--- src/rtl/ktaf_pkg.sv ---
// ktaf_pkg: shared types, constants and helpers of the tilt-angle kalman filter
// used by ktaf_ctrl, ktaf_datapath, the top level and the checker
package ktaf_pkg;

  localparam int ANG_W     = 32;
  localparam int COV_W     = 48;
  localparam int DT_W      = 24;
  localparam int NOISE_W   = 32;
  localparam int MAG_W     = 48;
  localparam int PROD_W    = 96;
  localparam int MUL_DIGIT = 8;
  localparam int MUL_STEPS = MAG_W / MUL_DIGIT;
  localparam int DIV_ITERS = 47;
  localparam int DIV_W     = 49;
  localparam int CNT_W     = 6;
  localparam int CFG_IDX_W = 2;

  localparam logic [CFG_IDX_W-1:0] CFG_ANGLE_NOISE = 2'd0;
  localparam logic [CFG_IDX_W-1:0] CFG_BIAS_NOISE  = 2'd1;
  localparam logic [CFG_IDX_W-1:0] CFG_MEAS_NOISE  = 2'd2;

  localparam logic [NOISE_W-1:0] ANGLE_NOISE_RST = 32'd16777;
  localparam logic [NOISE_W-1:0] BIAS_NOISE_RST  = 32'd50332;
  localparam logic [NOISE_W-1:0] MEAS_NOISE_RST  = 32'd503316;
  localparam logic signed [COV_W-1:0] COV_ONE    = 48'sh0001_0000_0000;

  typedef enum logic [3:0] {
    ST_ANG_PRED, ST_D11, ST_P00_PRED, ST_P11_PRED, ST_PREP, ST_K0, ST_K1,
    ST_ANG_CORR, ST_BIAS_CORR, ST_K1P00, ST_K1P01, ST_K0P01, ST_K0P00, ST_DONE
  } step_e;

  typedef enum logic [3:0] {
    OP_NONE, OP_LOAD_IN, OP_MUL_LOAD, OP_MUL_STEP, OP_ROUND, OP_APPLY,
    OP_PREP, OP_DIV_LOAD, OP_DIV_STEP, OP_DIV_STORE, OP_OUT
  } dp_op_e;

  typedef enum logic [3:0] {
    CS_IDLE, CS_MLOAD, CS_MSTEP, CS_ROUND, CS_APPLY, CS_PREP,
    CS_DLOAD, CS_DSTEP, CS_DSTORE, CS_OUT
  } ctrl_state_e;

  typedef struct packed {
    dp_op_e op;
    step_e  step;
  } dp_cmd_t;

  function automatic step_e next_step(input step_e s);
    step_e n;
    unique case (s)
      ST_ANG_PRED:  n = ST_D11;
      ST_D11:       n = ST_P00_PRED;
      ST_P00_PRED:  n = ST_P11_PRED;
      ST_P11_PRED:  n = ST_PREP;
      ST_PREP:      n = ST_K0;
      ST_K0:        n = ST_K1;
      ST_K1:        n = ST_ANG_CORR;
      ST_ANG_CORR:  n = ST_BIAS_CORR;
      ST_BIAS_CORR: n = ST_K1P00;
      ST_K1P00:     n = ST_K1P01;
      ST_K1P01:     n = ST_K0P01;
      ST_K0P01:     n = ST_K0P00;
      default:      n = ST_DONE;
    endcase
    return n;
  endfunction

  function automatic logic step_is_div(input step_e s);
    return (s == ST_K0) || (s == ST_K1);
  endfunction

  function automatic logic signed [COV_W-1:0] sat_cov(input logic signed [50:0] x);
    logic signed [COV_W-1:0] r;
    if (x > $signed({4'b0000, {47{1'b1}}})) begin
      r = {1'b0, {47{1'b1}}};
    end else if (x < $signed({4'b1111, {47{1'b0}}})) begin
      r = {1'b1, {47{1'b0}}};
    end else begin
      r = x[COV_W-1:0];
    end
    return r;
  endfunction

  function automatic logic signed [ANG_W-1:0] sat_ang(input logic signed [48:0] x);
    logic signed [ANG_W-1:0] r;
    if (x > $signed({18'b0, {31{1'b1}}})) begin
      r = {1'b0, {31{1'b1}}};
    end else if (x < $signed({18'h3ffff, {31{1'b0}}})) begin
      r = {1'b1, {31{1'b0}}};
    end else begin
      r = x[ANG_W-1:0];
    end
    return r;
  endfunction

endpackage

--- src/rtl/ktaf_ctrl.sv ---
// ktaf_ctrl: sequencer that walks the filter steps and drives the datapath
// depends on ktaf_pkg
module ktaf_ctrl import ktaf_pkg::*; (
  input  logic    clk_i,
  input  logic    rst_ni,
  input  logic    in_valid_i,
  output logic    in_ready_o,
  output logic    out_valid_o,
  input  logic    out_ready_i,
  output dp_cmd_t cmd_o
);

  ctrl_state_e state_q, state_d;
  step_e       step_q, step_d;
  logic [CNT_W-1:0] cnt_q, cnt_d;
  logic        out_valid_q, out_valid_d;
  step_e       nxt;

  always_ff @(posedge clk_i or negedge rst_ni) begin
    if (!rst_ni) begin
      state_q     <= CS_IDLE;
      step_q      <= ST_ANG_PRED;
      cnt_q       <= '0;
      out_valid_q <= 1'b0;
    end else begin
      state_q     <= state_d;
      step_q      <= step_d;
      cnt_q       <= cnt_d;
      out_valid_q <= out_valid_d;
    end
  end

  always_comb begin
    state_d     = state_q;
    step_d      = step_q;
    cnt_d       = cnt_q;
    out_valid_d = out_valid_q & ~out_ready_i;
    cmd_o.op    = OP_NONE;
    cmd_o.step  = step_q;
    in_ready_o  = 1'b0;
    nxt         = next_step(step_q);
    unique case (state_q)
      CS_IDLE: begin
        in_ready_o = 1'b1;
        if (in_valid_i) begin
          cmd_o.op = OP_LOAD_IN;
          step_d   = ST_ANG_PRED;
          state_d  = CS_MLOAD;
        end
      end
      CS_MLOAD: begin
        cmd_o.op = OP_MUL_LOAD;
        cnt_d    = '0;
        state_d  = CS_MSTEP;
      end
      CS_MSTEP: begin
        cmd_o.op = OP_MUL_STEP;
        if (cnt_q == CNT_W'(MUL_STEPS - 1)) begin
          state_d = CS_ROUND;
        end else begin
          cnt_d = cnt_q + 1'b1;
        end
      end
      CS_ROUND: begin
        cmd_o.op = OP_ROUND;
        state_d  = CS_APPLY;
      end
      CS_DLOAD: begin
        cmd_o.op = OP_DIV_LOAD;
        cnt_d    = '0;
        state_d  = CS_DSTEP;
      end
      CS_DSTEP: begin
        cmd_o.op = OP_DIV_STEP;
        if (cnt_q == CNT_W'(DIV_ITERS - 1)) begin
          state_d = CS_DSTORE;
        end else begin
          cnt_d = cnt_q + 1'b1;
        end
      end
      CS_APPLY, CS_PREP, CS_DSTORE: begin
        if (state_q == CS_APPLY) begin
          cmd_o.op = OP_APPLY;
        end else if (state_q == CS_PREP) begin
          cmd_o.op = OP_PREP;
        end else begin
          cmd_o.op = OP_DIV_STORE;
        end
        step_d = nxt;
        if (nxt == ST_DONE) begin
          state_d = CS_OUT;
        end else if (nxt == ST_PREP) begin
          state_d = CS_PREP;
        end else if (step_is_div(nxt)) begin
          state_d = CS_DLOAD;
        end else begin
          state_d = CS_MLOAD;
        end
      end
      CS_OUT: begin
        // hold the finished angle until the output register is free
        if (!out_valid_q || out_ready_i) begin
          cmd_o.op    = OP_OUT;
          out_valid_d = 1'b1;
          state_d     = CS_IDLE;
        end
      end
      default: state_d = CS_IDLE;
    endcase
  end

  assign out_valid_o = out_valid_q;

endmodule

--- src/rtl/ktaf_datapath.sv ---
// ktaf_datapath: filter state, config registers, shared serial multiplier and divider
// depends on ktaf_pkg; driven by ktaf_ctrl
module ktaf_datapath import ktaf_pkg::*; (
  input  logic                        clk_i,
  input  logic                        rst_ni,
  input  dp_cmd_t                     cmd_i,
  input  logic                        cfg_we_i,
  input  logic [CFG_IDX_W-1:0]        cfg_index_i,
  input  logic [NOISE_W-1:0]          cfg_wdata_i,
  input  logic [DT_W-1:0]             time_step_i,
  input  logic signed [ANG_W-1:0]     rate_meas_i,
  input  logic signed [ANG_W-1:0]     tilt_meas_i,
  output logic signed [ANG_W-1:0]     angle_estimate_o
);

  localparam logic [1:0] SH_DT    = 2'd0;
  localparam logic [1:0] SH_NOISE = 2'd1;
  localparam logic [1:0] SH_GAIN  = 2'd2;

  logic [NOISE_W-1:0] apn_q, bpn_q, mn_q;
  logic signed [ANG_W-1:0] ang_q, bias_q;
  logic signed [COV_W-1:0] p00_q, p01_q, p10_q, p11_q;
  logic [DT_W-1:0] dt_q;
  logic signed [ANG_W-1:0] rate_q, acc_q, est_q;
  logic signed [COV_W-1:0] inner_q, t_q, k0_q, k1_q;
  logic signed [32:0] y_q;
  logic signed [DIV_W-1:0] s_q;
  logic s_pos_q;

  logic [MAG_W-1:0] ma_q, mb_q;
  logic neg_q;
  logic [1:0] sh_q;
  logic [PROD_W-1:0] prod_q;

  logic [DIV_W-1:0] dsor_q;
  logic [DIV_W:0] rem_q;
  logic [DIV_ITERS-1:0] nbits_q, quo_q;
  logic dsat_q, nneg_q;

  function automatic logic [MAG_W-1:0] mag49(input logic signed [48:0] x);
    logic [48:0] u;
    u = x[48] ? 49'(-x) : 49'(x);
    return u[MAG_W-1:0];
  endfunction

  // operand selection for the current step
  logic signed [48:0] opa, opb;
  logic [1:0] sh_sel;
  logic signed [32:0] rate_diff;

  always_comb begin
    rate_diff = {rate_q[31], rate_q} - {bias_q[31], bias_q};
    opa    = '0;
    opb    = '0;
    sh_sel = SH_GAIN;
    case (cmd_i.step)
      ST_ANG_PRED: begin
        opa = {25'b0, dt_q}; opb = {{16{rate_diff[32]}}, rate_diff}; sh_sel = SH_DT;
      end
      ST_D11: begin
        opa = {25'b0, dt_q}; opb = {p11_q[47], p11_q}; sh_sel = SH_DT;
      end
      ST_P00_PRED: begin
        opa = {25'b0, dt_q}; opb = {inner_q[47], inner_q}; sh_sel = SH_DT;
      end
      ST_P11_PRED: begin
        opa = {17'b0, bpn_q}; opb = {25'b0, dt_q}; sh_sel = SH_NOISE;
      end
      ST_ANG_CORR: begin
        opa = {k0_q[47], k0_q}; opb = {{16{y_q[32]}}, y_q};
      end
      ST_BIAS_CORR: begin
        opa = {k1_q[47], k1_q}; opb = {{16{y_q[32]}}, y_q};
      end
      ST_K1P00: begin opa = {k1_q[47], k1_q}; opb = {p00_q[47], p00_q}; end
      ST_K1P01: begin opa = {k1_q[47], k1_q}; opb = {p01_q[47], p01_q}; end
      ST_K0P01: begin opa = {k0_q[47], k0_q}; opb = {p01_q[47], p01_q}; end
      ST_K0P00: begin opa = {k0_q[47], k0_q}; opb = {p00_q[47], p00_q}; end
      default: begin
        opa = '0; opb = '0;
      end
    endcase
  end

  // one 48x8 digit per cycle, partial product enters at the top
  logic [55:0] pp, psum;
  assign pp   = ma_q * mb_q[MUL_DIGIT-1:0];
  assign psum = {8'b0, prod_q[PROD_W-1:MAG_W]} + pp;

  // round half away from zero on the magnitude, then clamp
  logic [96:0] rsum, rq, lim;
  logic [MAG_W-1:0] rmag;
  always_comb begin
    rsum = {1'b0, prod_q};
    rq   = '0;
    case (sh_q)
      SH_DT: begin
        rsum = {1'b0, prod_q} + (97'(1) << 23);
        rq   = rsum >> 24;
      end
      SH_NOISE: begin
        rsum = {1'b0, prod_q} + (97'(1) << 15);
        rq   = rsum >> 16;
      end
      default: begin
        rsum = {1'b0, prod_q} + (97'(1) << 31);
        rq   = rsum >> 32;
      end
    endcase
    lim  = neg_q ? {49'b0, 1'b1, 47'b0} : {50'b0, {47{1'b1}}};
    rmag = (rq > lim) ? lim[MAG_W-1:0] : rq[MAG_W-1:0];
  end

  // exact sums before saturation
  logic signed [48:0] ang_sum, bias_sum;
  logic signed [50:0] inner_sum;
  logic signed [48:0] p00_add, p11_add, p00_sub, p01_sub, p10_sub, p11_sub;
  always_comb begin
    ang_sum   = {{17{ang_q[31]}}, ang_q} + {t_q[47], t_q};
    bias_sum  = {{17{bias_q[31]}}, bias_q} + {t_q[47], t_q};
    inner_sum = {{3{t_q[47]}}, t_q} - {{3{p01_q[47]}}, p01_q} - {{3{p10_q[47]}}, p10_q}
                + {11'b0, apn_q, 8'b0};
    p00_add   = {p00_q[47], p00_q} + {t_q[47], t_q};
    p11_add   = {p11_q[47], p11_q} + {t_q[47], t_q};
    p00_sub   = {p00_q[47], p00_q} - {t_q[47], t_q};
    p01_sub   = {p01_q[47], p01_q} - {t_q[47], t_q};
    p10_sub   = {p10_q[47], p10_q} - {t_q[47], t_q};
    p11_sub   = {p11_q[47], p11_q} - {t_q[47], t_q};
  end

  // divider helpers
  logic signed [COV_W-1:0] num;
  logic [MAG_W-1:0] nmag;
  logic [DIV_W:0] rt;
  logic ge;
  logic [COV_W-1:0] dres;
  logic signed [COV_W-1:0] kval;
  logic signed [DIV_W-1:0] s_new;
  always_comb begin
    num  = (cmd_i.step == ST_K0) ? p00_q : p10_q;
    nmag = mag49({num[47], num});
    rt   = {rem_q[DIV_W-1:0], nbits_q[DIV_ITERS-1]};
    ge   = rt >= {1'b0, dsor_q};
    dres = dsat_q ? (nneg_q ? {1'b1, 47'b0} : {1'b0, {47{1'b1}}}) : {1'b0, quo_q};
    if (!s_pos_q) begin
      kval = '0;
    end else if (nneg_q) begin
      kval = -$signed(dres);
    end else begin
      kval = $signed(dres);
    end
    s_new = {p00_q[47], p00_q} + {9'b0, mn_q, 8'b0};
  end

  // configuration and filter state
  always_ff @(posedge clk_i or negedge rst_ni) begin
    if (!rst_ni) begin
      apn_q  <= ANGLE_NOISE_RST;
      bpn_q  <= BIAS_NOISE_RST;
      mn_q   <= MEAS_NOISE_RST;
      ang_q  <= '0;
      bias_q <= '0;
      p00_q  <= COV_ONE;
      p01_q  <= '0;
      p10_q  <= '0;
      p11_q  <= COV_ONE;
    end else begin
      if (cfg_we_i) begin
        unique case (cfg_index_i)
          CFG_ANGLE_NOISE: apn_q <= cfg_wdata_i;
          CFG_BIAS_NOISE:  bpn_q <= cfg_wdata_i;
          CFG_MEAS_NOISE:  mn_q  <= cfg_wdata_i;
          default: ;
        endcase
      end
      if (cmd_i.op == OP_APPLY) begin
        case (cmd_i.step)
          ST_ANG_PRED, ST_ANG_CORR: ang_q <= sat_ang(ang_sum);
          ST_BIAS_CORR: bias_q <= sat_ang(bias_sum);
          ST_D11: begin
            p01_q <= sat_cov({{2{p01_sub[48]}}, p01_sub});
            p10_q <= sat_cov({{2{p10_sub[48]}}, p10_sub});
          end
          ST_P00_PRED: p00_q <= sat_cov({{2{p00_add[48]}}, p00_add});
          ST_P11_PRED: p11_q <= sat_cov({{2{p11_add[48]}}, p11_add});
          ST_K1P00:    p10_q <= sat_cov({{2{p10_sub[48]}}, p10_sub});
          ST_K1P01:    p11_q <= sat_cov({{2{p11_sub[48]}}, p11_sub});
          ST_K0P01:    p01_q <= sat_cov({{2{p01_sub[48]}}, p01_sub});
          ST_K0P00:    p00_q <= sat_cov({{2{p00_sub[48]}}, p00_sub});
          default: ;
        endcase
      end
    end
  end

  // working registers
  always_ff @(posedge clk_i) begin
    case (cmd_i.op)
      OP_LOAD_IN: begin
        dt_q   <= time_step_i;
        rate_q <= rate_meas_i;
        acc_q  <= tilt_meas_i;
      end
      OP_MUL_LOAD: begin
        ma_q   <= mag49(opa);
        mb_q   <= mag49(opb);
        neg_q  <= opa[48] ^ opb[48];
        sh_q   <= sh_sel;
        prod_q <= '0;
      end
      OP_MUL_STEP: begin
        prod_q <= {psum, prod_q[MAG_W-1:MUL_DIGIT]};
        mb_q   <= mb_q >> MUL_DIGIT;
      end
      OP_ROUND: t_q <= neg_q ? -$signed(rmag) : $signed(rmag);
      OP_APPLY: begin
        if (cmd_i.step == ST_D11) begin
          inner_q <= sat_cov(inner_sum);
        end
      end
      OP_PREP: begin
        y_q     <= {acc_q[31], acc_q} - {ang_q[31], ang_q};
        s_q     <= s_new;
        s_pos_q <= !s_new[48] && (s_new != '0);
      end
      OP_DIV_LOAD: begin
        dsor_q  <= s_q;
        // quotient of at least 2^15 saturates the gain
        dsat_q  <= {16'b0, nmag} >= {s_q, 15'b0};
        rem_q   <= {17'b0, nmag[MAG_W-1:15]};
        nbits_q <= {nmag[14:0], 32'b0};
        quo_q   <= '0;
        nneg_q  <= num[47];
      end
      OP_DIV_STEP: begin
        rem_q   <= ge ? (rt - {1'b0, dsor_q}) : rt;
        quo_q   <= {quo_q[DIV_ITERS-2:0], ge};
        nbits_q <= nbits_q << 1;
      end
      OP_DIV_STORE: begin
        if (cmd_i.step == ST_K0) begin
          k0_q <= kval;
        end else begin
          k1_q <= kval;
        end
      end
      OP_OUT: est_q <= ang_q;
      default: ;
    endcase
  end

  assign angle_estimate_o = est_q;

endmodule

--- src/rtl/kalman_tilt_angle_filter_core.sv ---
// kalman_tilt_angle_filter_core: two-state kalman tilt filter, top level
// depends on ktaf_pkg, ktaf_ctrl and ktaf_datapath
//
// usage
//   input channel carries time_step, rate_meas and tilt_meas with in_valid_i and
//   in_ready_o; a request is taken when both are high. the output channel returns one
//   angle_estimate per input request with out_valid_o and out_ready_i. the user
//   must write the noise registers through cfg_we_i, cfg_index_i and cfg_wdata_i only
//   while the filter is idle; the block does not enforce it. index 3 is ignored.
// timing
//   one request at a time: in_ready_o rises in the same cycle as out_valid_o. the
//   time from acceptance to out_valid_o is set by ten passes through the shared
//   48x8-per-cycle multiplier, two restoring divisions for the gains (load, 47 steps,
//   store), the innovation step, the load of the output register and any wait for it.
// reset
//   rst_ni clears angle and bias, sets both variances to one and loads the default
//   noise settings; no result is pending.
// stalls
//   a result waits in the output register; the next request may be taken and
//   worked on, and it holds in its final step until the register is free.
module kalman_tilt_angle_filter_core import ktaf_pkg::*; (
  input  logic                    clk_i,
  input  logic                    rst_ni,
  input  logic                    in_valid_i,
  output logic                    in_ready_o,
  input  logic [DT_W-1:0]         time_step_i,
  input  logic signed [ANG_W-1:0] rate_meas_i,
  input  logic signed [ANG_W-1:0] tilt_meas_i,
  output logic                    out_valid_o,
  input  logic                    out_ready_i,
  output logic signed [ANG_W-1:0] angle_estimate_o,
  input  logic                    cfg_we_i,
  input  logic [CFG_IDX_W-1:0]    cfg_index_i,
  input  logic [NOISE_W-1:0]      cfg_wdata_i
);

  dp_cmd_t cmd;

  ktaf_ctrl u_ctrl (
    .clk_i       (clk_i),
    .rst_ni      (rst_ni),
    .in_valid_i  (in_valid_i),
    .in_ready_o  (in_ready_o),
    .out_valid_o (out_valid_o),
    .out_ready_i (out_ready_i),
    .cmd_o       (cmd)
  );

  ktaf_datapath u_datapath (
    .clk_i            (clk_i),
    .rst_ni           (rst_ni),
    .cmd_i            (cmd),
    .cfg_we_i         (cfg_we_i),
    .cfg_index_i      (cfg_index_i),
    .cfg_wdata_i      (cfg_wdata_i),
    .time_step_i      (time_step_i),
    .rate_meas_i      (rate_meas_i),
    .tilt_meas_i      (tilt_meas_i),
    .angle_estimate_o (angle_estimate_o)
  );

endmodule

--- config.mk ---
export PLATFORM = sky130hd
export DESIGN_NAME = kalman_tilt_angle_filter_core
export DESIGN_NICKNAME = d
export VERILOG_FILES = /design/src/rtl/ktaf_pkg.sv /design/src/rtl/ktaf_ctrl.sv /design/src/rtl/ktaf_datapath.sv /design/src/rtl/kalman_tilt_angle_filter_core.sv
export SDC_FILE = /design/constraint.sdc
export NUM_CORES = 2
export LEC_CHECK = 0
export BUFFER_PORTS_ARGS = -buffer_cell sky130_fd_sc_hd__buf_2
export CORE_AREA = 2 2 485 487
export DETAILED_ROUTE_END_ITERATION = 10
export DIE_AREA = 0 0 487 489
export GPL_TIMING_DRIVEN = 0
export HOLD_SLACK_MARGIN = 0.06
export SLEW_MARGIN = 15
export SYNTH_ARGS = -nofsm -noshare
export SYNTH_HDL_FRONTEND = slang
export SYNTH_SLANG_ARGS = --single-unit
--- constraint.sdc ---
create_clock -name clk_i -period 10.6 [get_ports clk_i]
set_input_delay 2.12 -clock clk_i [delete_from_list [all_inputs] [get_ports clk_i]]
set_output_delay 2.12 -clock clk_i [all_outputs]
set_load 0.05 [all_outputs]
# After elaboration in Yosys (flattened, before gate mapping)

Memories as Yosys holds them, arrays and structs flattened.
Cells that the tools add are included.
Widths: inputs -> output; s select.

Flip-flop bits (word level): 1151
Bits in latches: 0
Bits in writable memories: 0
Bits in read-only memories: 64
Bits of input ports: 127
Memories: 1

Memory list:

| name            | depth | width | rd ports | clocked after Yosys merged registers in | wr ports | line           | text |
|---|---|---|---|---|---|---|---|
| (no name shown) | 16    | 4     | 1        | 0                                       | 0        | ktaf_pkg.sv:49 | `unique case (s)` |

Add/subtract/negate cells: 25
$mul: 1
Divide/modulo/power cells: 0
Order comparisons: 21
Equality and inequality tests: 44
Shift-type cells: 0
Multiplexer cells: 61
Bitwise logic cells: 4
Reductions and logical operators: 42

Operators by type and width:

| kind                   | number |
|---|---|
| $mux 48                | 24 |
| $pmux 49 s7            | 1 |
| $gt 49x48->1 const B   | 6 |
| $lt 49x48->1 const B   | 6 |
| $pmux 48 s2            | 3 |
| $sub 48x48->49         | 5 |
| $neg 48->48            | 5 |
| $pmux 49 s4            | 1 |
| $pmux 96 s2            | 1 |
| $pmux 47 s2            | 2 |
| $pmux 81 s2            | 1 |
| $mux 32                | 4 |
| $add 32x48->49         | 2 |
| $add 48x48->49         | 2 |
| $gt 49x32->1 const B   | 2 |
| $lt 49x32->1 const B   | 2 |
| $pmux 49 s2            | 1 |
| $add 96x16->97 const B | 1 |
| $add 96x24->97 const B | 1 |
| $add 96x32->97 const B | 1 |
| $gt 81x97->1           | 1 |
| $sub 32x32->33         | 2 |
| $ge 48x64->1           | 1 |
| $pmux 4 s8             | 2 |
| 44 further kinds       | 121 |

# Longest topological paths before layout

An unclocked memory read counts as a cell.

Word-level depth: 7
Depth in mapped cells: 35
Gate-level depth less buffers: 32

# By module

Synthesis repeated with hierarchy kept, for this count alone.

Cell total of the unflattened synthesis: 11935
Area, all modules: 104231.2 um^2

By module, submodules not included:

| module        | instances | cells each | area each (um^2) |
|---|---|---|---|
| ktaf_datapath | 1         | 11817      | 103146.4 |
| ktaf_ctrl     | 1         | 118        | 1084.8 |

# Worst setup path after synthesis

Ideal clock, no wire load.

Kind: reg-to-reg
From: register u_ctrl.step_q[0]
To: register u_datapath.k1_q[0] (enable)
Library setup time: 572 ps
Data arrival time: 7414 ps
Required time: 10028 ps
Setup slack: 2613 ps
Stages on the path, launching flop included: 14
Path buffers: 10
Cell sequence: dfrtp_1 > ha_1 > buf_2 > buf_2 > and3b_1 > buf_2 > clkbuf_1 > buf_2 > buf_1 > clkbuf_1 > buf_1 > clkbuf_1 > buf_1 > nor4_1

Longest elaborated chain between the ends: 3

Ends and longest elaborated chain:

| element                           | line                 | text |
|---|---|---|
| start, declared                   | ktaf_ctrl.sv:14      | `step_e step_q, step_d;` |
| start signal, assigned            | ktaf_ctrl.sv:27      | `step_q <= step_d;` |
| $eq 4x3->1                        | ktaf_datapath.sv:241 | `if (cmd_i.step == ST_K0) begin` |
| $not 1->1 (no source line)        | n/a                  |  |
| $reduce_and 2->1 (no source line) | n/a                  |  |
| end signal, assigned              | ktaf_datapath.sv:244 | `k1_q <= kval;` |
| end, declared                     | ktaf_datapath.sv:25  | `logic signed [COV_W-1:0] inner_q, t_q, k0_q, k1_q;` |

Every way passes these cells.
A chain may end at the register's enable or synchronous reset.

# Final worst setup path

From: register u_datapath.t_q[9]
To: register u_datapath.inner_q[26], data pin

Longest elaborated chain between the ends: 5

Ends and longest elaborated chain:

| element                | line                 | text |
|---|---|---|
| start, declared        | ktaf_datapath.sv:25  |  |
| start signal, assigned | ktaf_datapath.sv:215 | `OP_ROUND: t_q <= neg_q ? -$signed(rmag) : $signed(rmag);` |
| $sub 48x48->49 (*)     | ktaf_datapath.sv:121 | `inner_sum = {{3{t_q[47]}}, t_q} - {{3{p01_q[47]}}, p01_q} - {{3{p10_q[47]}}, p10_q}` |
| $sub 49x48->50 (*)     | ktaf_datapath.sv:121 |  |
| $add 51x40->51 (*)     | ktaf_datapath.sv:122 | `+ {11'b0, apn_q, 8'b0};` |
| $lt 51x48->1           | ktaf_pkg.sv:75       | `end else if (x < $signed({4'b1111, {47{1'b0}}})) begin` |
| $mux 48                | ktaf_pkg.sv:75       |  |
| end signal, assigned   | ktaf_datapath.sv:218 | `inner_q <= sat_cov(inner_sum);` |
| end, declared          | ktaf_datapath.sv:25  |  |

Every way passes the cells marked *; elsewhere a longest branch is shown, timed or not.

==> metrics <==
I/O Buffers=160; CTS tree=done; H-tree Lvls=4; Reg clk slew, reported paths=0.06 ns; Num CTS Buffers=143; Nets=13700; post-synth cell types=115; prevailing post-synth register cell=edfxtp_1; syn nets=13300; first-pass GRT wire length=679000 µm; R2R Path End=u_datapath.inner_q[26]; clk sinks=1104; worst slew pin tran=1.42 ns; period utilisation layout=0.999; TNS Setup=0 ns; Worst-Skew Late Latency=0.87 ns; fillcell total=22500; FFs w/ async S/R, synth=0.332; Crit path max-delay family=compound AO/OA/AOI/OAI gates; Setup WS pre-CTS=-0.154 ns; startpoint types=flip-flop; origin of the critical flop-to-flop path=u_datapath.t_q[9]; Slew headroom=0.0543; Post-Syn Area=104000 µm²; RSZ-0062 raised after global routing=no; Area Growth Syn to Fin=10.8%; EDFF count, synth=737; worst path required time=11.06 ns; Detailed Route WL=483000 µm; Finish-stage setup viols=0; minimum clock period=10.59 ns; worst hold path depth=0; Hold Fails Final Rpt=0; sequential share of the synthesized area=0.300; Rows=178; share of cells above drive strength 1=0.0648; status=complete, no violations; initial antenna violation count=75; critical-path cell with the highest stage delay=edfxtp_1; largest net degree at the start of global routing=88; Antenna Nets Post-Route=0; vias in the first global route=93500; Worst path max stage delay=1.19 ns; Critical Path AT=11.05 ns; crit end category=flip-flop; Seq cells post-synth=1104; GRT overflow=0; Die ar.=238000 µm²; I/O pins=161; Final Worst Setup Slack=0.0102 ns; DR vias/cell=6.39; wire per inst=30.9 µm; Slew Limit Fails=0; CTS Buffer Depth=3; Post-route DRC=0; Die Span Y=489 µm; WS Path Type=flip-flop to flip-flop; Warnings, synthesis=0; r2r setup slk=0.01 ns; Core ar.=234000 µm²; Max-Cap Viols=0; fmax=0.0944 GHz; die width=487 µm; CP Depth=25; worst path bufs/invs=2; Tot GR Track Use=0.395; total number of vias=99900; Initial Util=0.447; Reg2Reg Depth=25; Mapped Avg Cell Area=8.68 µm²; Root Buffer=clkbuf_16; hpwl dp=391000 µm; Tightest Hold Check Type=flip-flop to flip-flop; crit path max fanout=10; clk_skew=0.0710 ns; critical path endpoint=u_datapath.inner_q[26]; synthesized instance count=12000; most frequent CP cell=o21ai_0; drt pass-1 iters=8; Setup crit start=u_datapath.t_q[9]; initial drt markers=12500; global placement routability congestion=1.05
kinds of logic after synthesis:
kind of cell,after synthesis,synth area share
and+or+nand+nor,3748,0.175
adders and majority gates,1205,0.171
buffers and inverters,1477,0.0544
xor gates and xnor gates,850,0.0713
AOI/OAI and AO/OA,3459,0.209
DFF,1104,0.300
muxes,180,0.0186
area by class of cell:
cell class | count | area (µm²) | share of cell area
diodes | 46 | 115 | 0.000996
plain buffers | 584 | 2330 | 0.0202
clock buffers | 177 | 3870 | 0.0335
clock inverters | 89 | 1260 | 0.0109
inverters | 893 | 3350 | 0.0290
multi-input cells | 9442 | 67500 | 0.584
flip-flops and latches | 1104 | 31300 | 0.271
well taps | 3060 | 3830 | 0.0331
repair buffers | 236 | 2040 | 0.0177
layout by cell type, fill, tap and decap left out, drive strengths merged, types with 332 or more instances in the layout:
master and instances:
a21o 332, a21oi 1115, buf 344, clkbuf 653
dfrtp 343, edfxtp 737, fa 385, ha 788
inv 894, nand2 1088, nor2 906, o21ai 788
xnor2 572
stage by stage:
| step | std cells | hold WS [ns] | util | instance area [µm²] |
|---|---|---|---|---|
| after floorplan | 12000 | 0.426 | - | 104000 |
| after global placement | 15200 | 0.436 | 0.466 | 109000 |
| after detailed placement | 15300 | 0.435 | 0.472 | 110000 |
| after CTS | 15600 | 0.449 | 0.494 | 115000 |
| after global routing | 15600 | 0.465 | 0.495 | 116000 |
| final | 15600 | 0.449 | 0.495 | 116000 |
state kept, by name, summed over array words and instances, names as in the netlist, 33 cells and up:
name	cells
u_datapath.prod_q	81
u_datapath.k1_q	48
u_datapath.s_q	49
u_datapath.y_q	33
u_datapath.quo_q	47
u_datapath.ma_q	48
u_datapath.mb_q	48
u_datapath.p00_q	48
u_datapath.dsor_q	49
u_datapath.p11_q	48
u_datapath.p10_q	48
u_datapath.rem_q	49
u_datapath.k0_q	48
u_datapath.p01_q	48
u_datapath.t_q	48
u_datapath.inner_q	48
how the worst min path moves through the flow:
| stage | from | endpoint | slack (ns) |
|---|---|---|---|
| finish | u_datapath.s_q[35] | u_datapath.dsor_q[35] | 0.45 |
| global route | u_datapath.s_q[40] | u_datapath.dsor_q[40] | 0.46 |
| CTS | u_datapath.s_q[35] | u_datapath.dsor_q[35] | 0.45 |
| detailed placement | u_datapath.s_q[35] | u_datapath.dsor_q[35] | 0.44 |
| global placement | u_datapath.s_q[48] | u_datapath.dsor_q[48] | 0.44 |
| floorplan | u_datapath.s_q[10] | u_datapath.dsor_q[10] | 0.43 |
cells in the mapped netlist, drive strengths merged, types with 55 or more instances:
master / number / area [µm²]
nor2: 906 / 3410
dfrtp: 343 / 8580
nor3: 286 / 1450
o21a: 113 / 848
inv: 886 / 3330
o21bai: 112 / 841
a31oi: 128 / 801
o31ai: 156 / 1170
a21oi: 1115 / 5580
buf: 109 / 537
o21ai: 788 / 3950
mux2i: 72 / 721
a221o: 56 / 561
nand4: 175 / 1120
nor2b: 101 / 639
nand2b: 138 / 871
o211ai: 55 / 413
xor2: 278 / 2430
xnor2: 572 / 5010
a21o: 332 / 2490
fa: 385 / 7710
mux2: 108 / 1220
a22oi: 75 / 563
a222oi: 58 / 581
edfxtp: 737 / 22100
and3: 106 / 663
a211oi: 79 / 603
or3: 83 / 524
nand2: 1088 / 4100
ha: 788 / 9860
and2: 247 / 1550
nor4: 105 / 691
nand3: 290 / 1450
clkbuf: 475 / 1780
routing by layer:
layer  vias to the layer above  share of wire  GRT usage
li1                      44100              -          -
met1                     49500           0.42      0.537
met2                      5266           0.42      0.573
met3                      1020          0.096     0.0840
met4                        17          0.069      0.243
met5                         -        0.00026          0
repair_timing:
action | CTS | global route
gates resized for setup | 0 | 2
setup endpoints to repair | 18 | 2
hold buffers | 0 | 0
buffers inserted | 2 | 0
worst reg2reg max path, cell delays in order, from the launching register on:
cell and delay, ns:
edfxtp_1 1.19, fa_1 0.58, ha_1 0.42, nand4_1 0.12, a211oi_1 0.31, o21ai_0 0.25, a221oi_1 0.94, o22ai_1 0.37
o21ai_0 0.37, xnor2_1 0.24, ha_1 0.38, a21o_1 0.21, a21o_1 0.17, a21o_1 0.20, a2111o_1 0.38, o21ai_0 0.69
a2bb2oi_1 0.39, a31oi_1 0.21, a211o_1 0.34, o2111ai_1 0.13, nor3_1 0.13, a41oi_1 0.64, o31a_1 0.47, buf_2 0.32
clkbuf_1 0.33, o21ai_0 0.44
Power is left out: the tool's default activity adds up to more than one toggle a clock period on the data nets, which glitch-free logic cannot reach.
